## src/rtl/core/smc_div.sv

```systemverilog
// Iterative 16-bit unsigned divider, one quotient bit per cycle.
// Standalone; used by stack_machine_core for DIV and MOD.
module smc_div (
  input  logic        clk,
  input  logic        rst,
  input  logic        start,
  input  logic [15:0] dividend,
  input  logic [15:0] divisor,
  output logic        done,
  output logic [15:0] quotient,
  output logic [15:0] remainder
);

  logic        run;
  logic [4:0]  cnt;
  logic [15:0] rem;
  logic [15:0] quo;
  logic [15:0] dvs;
  logic [16:0] trial;

  assign trial     = {rem, quo[15]} - {1'b0, dvs};
  assign done      = run && (cnt == 5'd0);
  assign quotient  = quo;
  assign remainder = rem;

  always_ff @(posedge clk) begin
    if (rst) begin
      run <= 1'b0;
      cnt <= 5'd0;
    end else if (start) begin
      run <= 1'b1;
      cnt <= 5'd16;
      rem <= 16'd0;
      quo <= dividend;
      dvs <= divisor;
    end else if (run) begin
      if (cnt == 5'd0) begin
        run <= 1'b0;
      end else begin
        cnt <= cnt - 5'd1;
        if (!trial[16]) begin
          rem <= trial[15:0];
          quo <= {quo[14:0], 1'b1};
        end else begin
          rem <= {rem[14:0], quo[15]};
          quo <= {quo[14:0], 1'b0};
        end
      end
    end
  end

endmodule

```

## config.mk

```make
export PLATFORM = sky130hd
export DESIGN_NAME = smc_div
export DESIGN_NICKNAME = d
export VERILOG_FILES = /design/src/rtl/core/smc_div.sv
export SDC_FILE = /design/constraint.sdc
export NUM_CORES = 1
export LEC_CHECK = 0
export BUFFER_PORTS_ARGS = -buffer_cell sky130_fd_sc_hd__buf_2
export CAP_MARGIN = 20
export CORE_MARGIN = 2
export CORE_UTILIZATION = 59
export CTS_CLUSTER_SIZE = 25
export DETAILED_ROUTE_END_ITERATION = 6
export GPL_ROUTABILITY_DRIVEN = 0
export PLACE_DENSITY = 0.85
export SYNTH_ARGS = -nofsm -noshare
export SYNTH_HDL_FRONTEND = slang
export SYNTH_SLANG_ARGS = --single-unit
```

## constraint.sdc

```tcl
create_clock -name clk -period 8.5 [get_ports clk]
set_input_delay 0.85 -clock clk [delete_from_list [all_inputs] [get_ports clk]]
set_output_delay 0.85 -clock clk [all_outputs]
set_load 0.01 [all_outputs]
```

# Word-level counts from Yosys, hierarchy flattened
# Cells that the tools add are included.
# word_totals
ram_bits	0
inputBits	35
reg_bits	54
mem_count	0
romBits	0
latch_bits	0
output_inout_bits	33
# op_classes
n_eq_ne	1
add_sub_neg	2
n_div	0
n_lt_le_gt_ge	0
muxes	13
multipliers	0
reduce_logical	8
shift	0
bitwise	2
# ops
op	count
two-way mux 16 bit	6
subtractor 17 x 16 -> 17 bit	1
two-way mux 5 bit	3
AND reduction 2 bit	3
logical NOT 5 bit	1
subtractor 5 x 1 -> 5 bit (second input constant)	1
two-way mux 1 bit	4
AND reduction 3 bit	1
inequality test 2 bit (second input constant)	1
inverter 1 bit	2
nonzero test 2 bit	1
OR reduction 2 bit	1
logical AND 1 bit	1

# Depth between registers and ports, before layout
# depth
word_depth	5
mapped_depth	10
depth_no_buf	9

# Worst setup path before layout
# Ideal clock, no wire load.
# synth_path
path_kind	input -> register
startpoint	input port start
endpoint	register quo[0] (netlist: quotient[0]), enable pin
required_time_ns	8.068
slack_ns	5.020
setup_ns	0.432
cell_stages	4
arrival_ns	3.049
n_path_buf	2
cell_sequence	clkbuf_1 inv_1 clkbuf_1 a21oi_1
# synth_between
elab_chain_cells	2
# synth_rtl
element	line_no	text
start, declared	6	input logic start,
inequality test 2 bit (no source line) or nonzero test 2 bit (tied branches)	n/a	
AND reduction 3 bit (no source line) (*)	n/a	
end signal, assigned	34	quo <= dividend;
end signal, assigned	43	quo <= {quo[14:0], 1'b1};
end signal, assigned	46	quo <= {quo[14:0], 1'b0};
end, declared	17	logic [15:0] quo;
# Every way passes the cells marked *; elsewhere a longest branch is shown, timed or not.
# A chain may end at the register's enable or synchronous reset.

# Final worst setup path
# layout_path
startpoint	register quo[15] (netlist: quotient[15])
endpoint	register rem[6] (netlist: remainder[6]), data pin
# layout_between
elab_chain_cells	4
# layout_rtl
element	line_no	text
subtractor 17 x 16 -> 17 bit	21	assign trial = {rem, quo[15]} - {1'b0, dvs};
two-way mux 16 bit	41	if (!trial[16]) begin
two-way mux 16 bit	37	if (cnt == 5'd0) begin
two-way mux 16 bit	36	end else if (run) begin
end signal, assigned	42	rem <= trial[15:0];
end signal, assigned	45	rem <= {rem[14:0], quo[15]};
end, declared	16	logic [15:0] rem;
# Every way passes these cells. The select of a mux whose other input is x is not followed.

==> impl_metrics.env <==
export IMPL_synth_cells=295
export IMPL_drt_iter0_drc=341
export IMPL_max_clock_freq_mhz=326
export IMPL_stdcell_area_mm2=0.00367
export IMPL_syn_area_mm2=0.00317
export IMPL_ys_ff_latch=54
export IMPL_final_common_cell="buf_2"
export IMPL_cp_start_kind="register"
export IMPL_endpoint_kind="register"
export IMPL_final_nets=412
export IMPL_slew_violations=0
export IMPL_clockBufferDepth=2
export IMPL_dp_cells=422
export IMPL_multi_input_area_mm2=0.00146
export IMPL_grt_pass1_wl_um=11300
export IMPL_grt_ovfl_total=0
export IMPL_yosysTopAreaCell="edfxtp_1"
export IMPL_fillers=412
export IMPL_hold_violations=0
export IMPL_drc=0
export IMPL_ir_worst_vdd_mv=0.105
export IMPL_htreeDepth=2
export IMPL_post_cts_buffers=0
export IMPL_die_area_mm2=0.00597
export IMPL_post_cts_resized=0
export IMPL_synth_seq_area_share_pct=49.3
export IMPL_cp_startpoint="quotient[15]$_DFFE_PP_"
export IMPL_status="finished clean"
export IMPL_finalCriticalPeriod_ns=3.07
export IMPL_syn_avg_cell_area_um2=10.7
export IMPL_io_buffer_count=67
export IMPL_endpoint="remainder[6]$_SDFFCE_PP0P_"
export IMPL_worstSetupPathType="register to register"
export IMPL_synthArstFlopShare_pct=0
export IMPL_io_pins=68
export IMPL_die_h_um=77.3
export IMPL_antenna_found_initial=0
export IMPL_postRouteAntennaNets=0
export IMPL_maxCapViolCount=0
export IMPL_synth_edf_count=48
export IMPL_synth_main_ff_cell="edfxtp_1"
export IMPL_vias_per_cell=6.08
export IMPL_worstMarginPinSlew_ns=0.829
export IMPL_cp_required_ns=8.55
export IMPL_grt_usage_pct=24.0
export IMPL_grt_pass1_vias=2428
export IMPL_r2r_start="quotient[15]$_DFFE_PP_"
export IMPL_syn_to_final_growth_pct=15.9
export IMPL_clockRootBuffer="clkbuf_8"
export IMPL_critical_path_arrival_ns=3.12
export IMPL_utilization_pct=71.4
export IMPL_final_setup_viol_count=0
export IMPL_antenna_cells=0
export IMPL_layout_common_cells="buf_2, edfxtp_1, a21oi_1, inv_1"
export IMPL_dieWidth_um=77.3
export IMPL_relSlewSlack_pct=44.8
export IMPL_wire_per_inst_um=16.3
export IMPL_whs_ns=0.548
export IMPL_dr_pass1_iters=5
export IMPL_routed_wl_um=7020
export IMPL_cts_hold_buf=0
export IMPL_via_count=2614
export IMPL_cts_buffers=5
export IMPL_ys_types=48
export IMPL_synth_area_leaders="edfxtp_1, ha_1, mux2_2"
export IMPL_clock_sinks=54
export IMPL_core_area_mm2=0.00514
export IMPL_cts_tree="built"
export IMPL_pre_cts_ws_ns=5.24
export IMPL_fin_cells=430
export IMPL_regArea_mm2=0.00156
export IMPL_crit_fanout=13
export IMPL_ff2ff_setup_slack_ns=5.43
export IMPL_hold_class="register to register"
export IMPL_cellPowerDensity_mw_per_mm2=192
export IMPL_dpl_hpwl_um=5140
export IMPL_dpl_instance_area_mm2=0.00356
export IMPL_clock_skew_ns=0.00647
export IMPL_grt_start_max_net_pins=37
export IMPL_clk_pin_slew_ns=0.10
export IMPL_fin_crit_sh_pct=36.1
export IMPL_syn_nets=348
export IMPL_drive_above_1_share_pct=28.6
export IMPL_p_leak_nw=1.51
export IMPL_fp_row_count=26
export IMPL_start_util_pct=61.6
export IMPL_setup_slack_ns=5.43
export IMPL_r2r_end="remainder[6]$_SDFFCE_PP0P_"
export IMPL_tns_ns=0
export IMPL_yosys_warnings=0
export IMPL_grt_setup_unrepaired="no"
export IMPL_r2r_cells=10
export IMPL_power_uw=705
export IMPL_clkLatencyLatePin_ns=0.32
export IMPL_synth_top_cell_area_share_pct=45.5
-- report_power, final --
| part | switching, mW | internal, mW |
|---|---|---|
| sequential | 0.0127 | 0.316 |
| clock | 0.0924 | 0.0783 |
| combinational | 0.122 | 0.0839 |
-- sequential cells by signal, summed over array words and instances (netlist names) --
signal     flops
run            1
quotient      16
cnt            5
remainder     16
dvs           16
-- synthesized netlist by cell type (2+ instances only) --
master,number
edfxtp_1,48
a21oi_1,32
inv_1,24
ha_1,17
nand3_1,17
mux2_2,16
nand2_1,12
o21ai_0,12
nor2_1,10
o21ai_1,8
nor3_1,7
xnor2_1,7
dfxtp_1,6
nand4_1,6
o211ai_1,6
a21o_1,5
buf_2,5
clkbuf_1,5
or3_1,5
a211o_1,4
a211oi_1,3
and4_1,3
xor2_1,3
a21boi_0,2
a221oi_1,2
a31o_1,2
buf_1,2
mux2i_1,2
nand2b_1,2
nor4_1,2
o21a_1,2
o31ai_1,2
-- how the worst min path moves through the flow --
stage                        start  slack (ns)                  end  depth (start not counted)
6_report       cnt[1]$_SDFFE_PP0P_        0.55  cnt[1]$_SDFFE_PP0P_                          2
5_1_grt        cnt[1]$_SDFFE_PP0P_        0.57  cnt[1]$_SDFFE_PP0P_                          2
4_1_cts        cnt[1]$_SDFFE_PP0P_        0.55  cnt[1]$_SDFFE_PP0P_                          2
3_5_place_dp   cnt[1]$_SDFFE_PP0P_        0.54  cnt[1]$_SDFFE_PP0P_                          2
3_3_place_gp   cnt[1]$_SDFFE_PP0P_        0.52  cnt[1]$_SDFFE_PP0P_                          2
2_1_floorplan  cnt[4]$_SDFFE_PP0P_        0.50  cnt[4]$_SDFFE_PP0P_                          2
-- cell type report --
class | count | area share (%)
sequential | 54 | 42.5
timing repair buffer | 71 | 9.95
tap | 70 | 2.39
clock inverter | 2 | 0.477
inverter | 24 | 2.45
clock buffer | 6 | 2.56
multi-input combinational | 203 | 39.7
-- critical path: stages, from the launching register on --
cell and delay, ns:
edfxtp_1 0.39, inv_1 0.06, ha_1 0.22, fa_1 0.40, nand2b_1 0.18, a21o_1 0.22
a31o_1 0.27, mux2i_1 0.57, buf_4 0.32, a21o_1 0.13, a21oi_1 0.06
-- cell families after synthesis --
group | count (synthesis) | synth area share, %
buf+inv | 38 | 5.06
fa+ha+maj | 18 | 7.35
simple gates | 69 | 11.3
xor+xnor | 10 | 2.76
flops | 54 | 49.3
mux | 19 | 6.79
compound gates | 87 | 17.5
-- layer usage --
layer | GRT usage [%] | part of all wire (%)
met5 | 0 | 0
met4 | 7.50 | 2.9
met3 | 5.65 | 7.2
met2 | 39.0 | 48
met1 | 32.0 | 42
(Power assumes the default switching activity.)
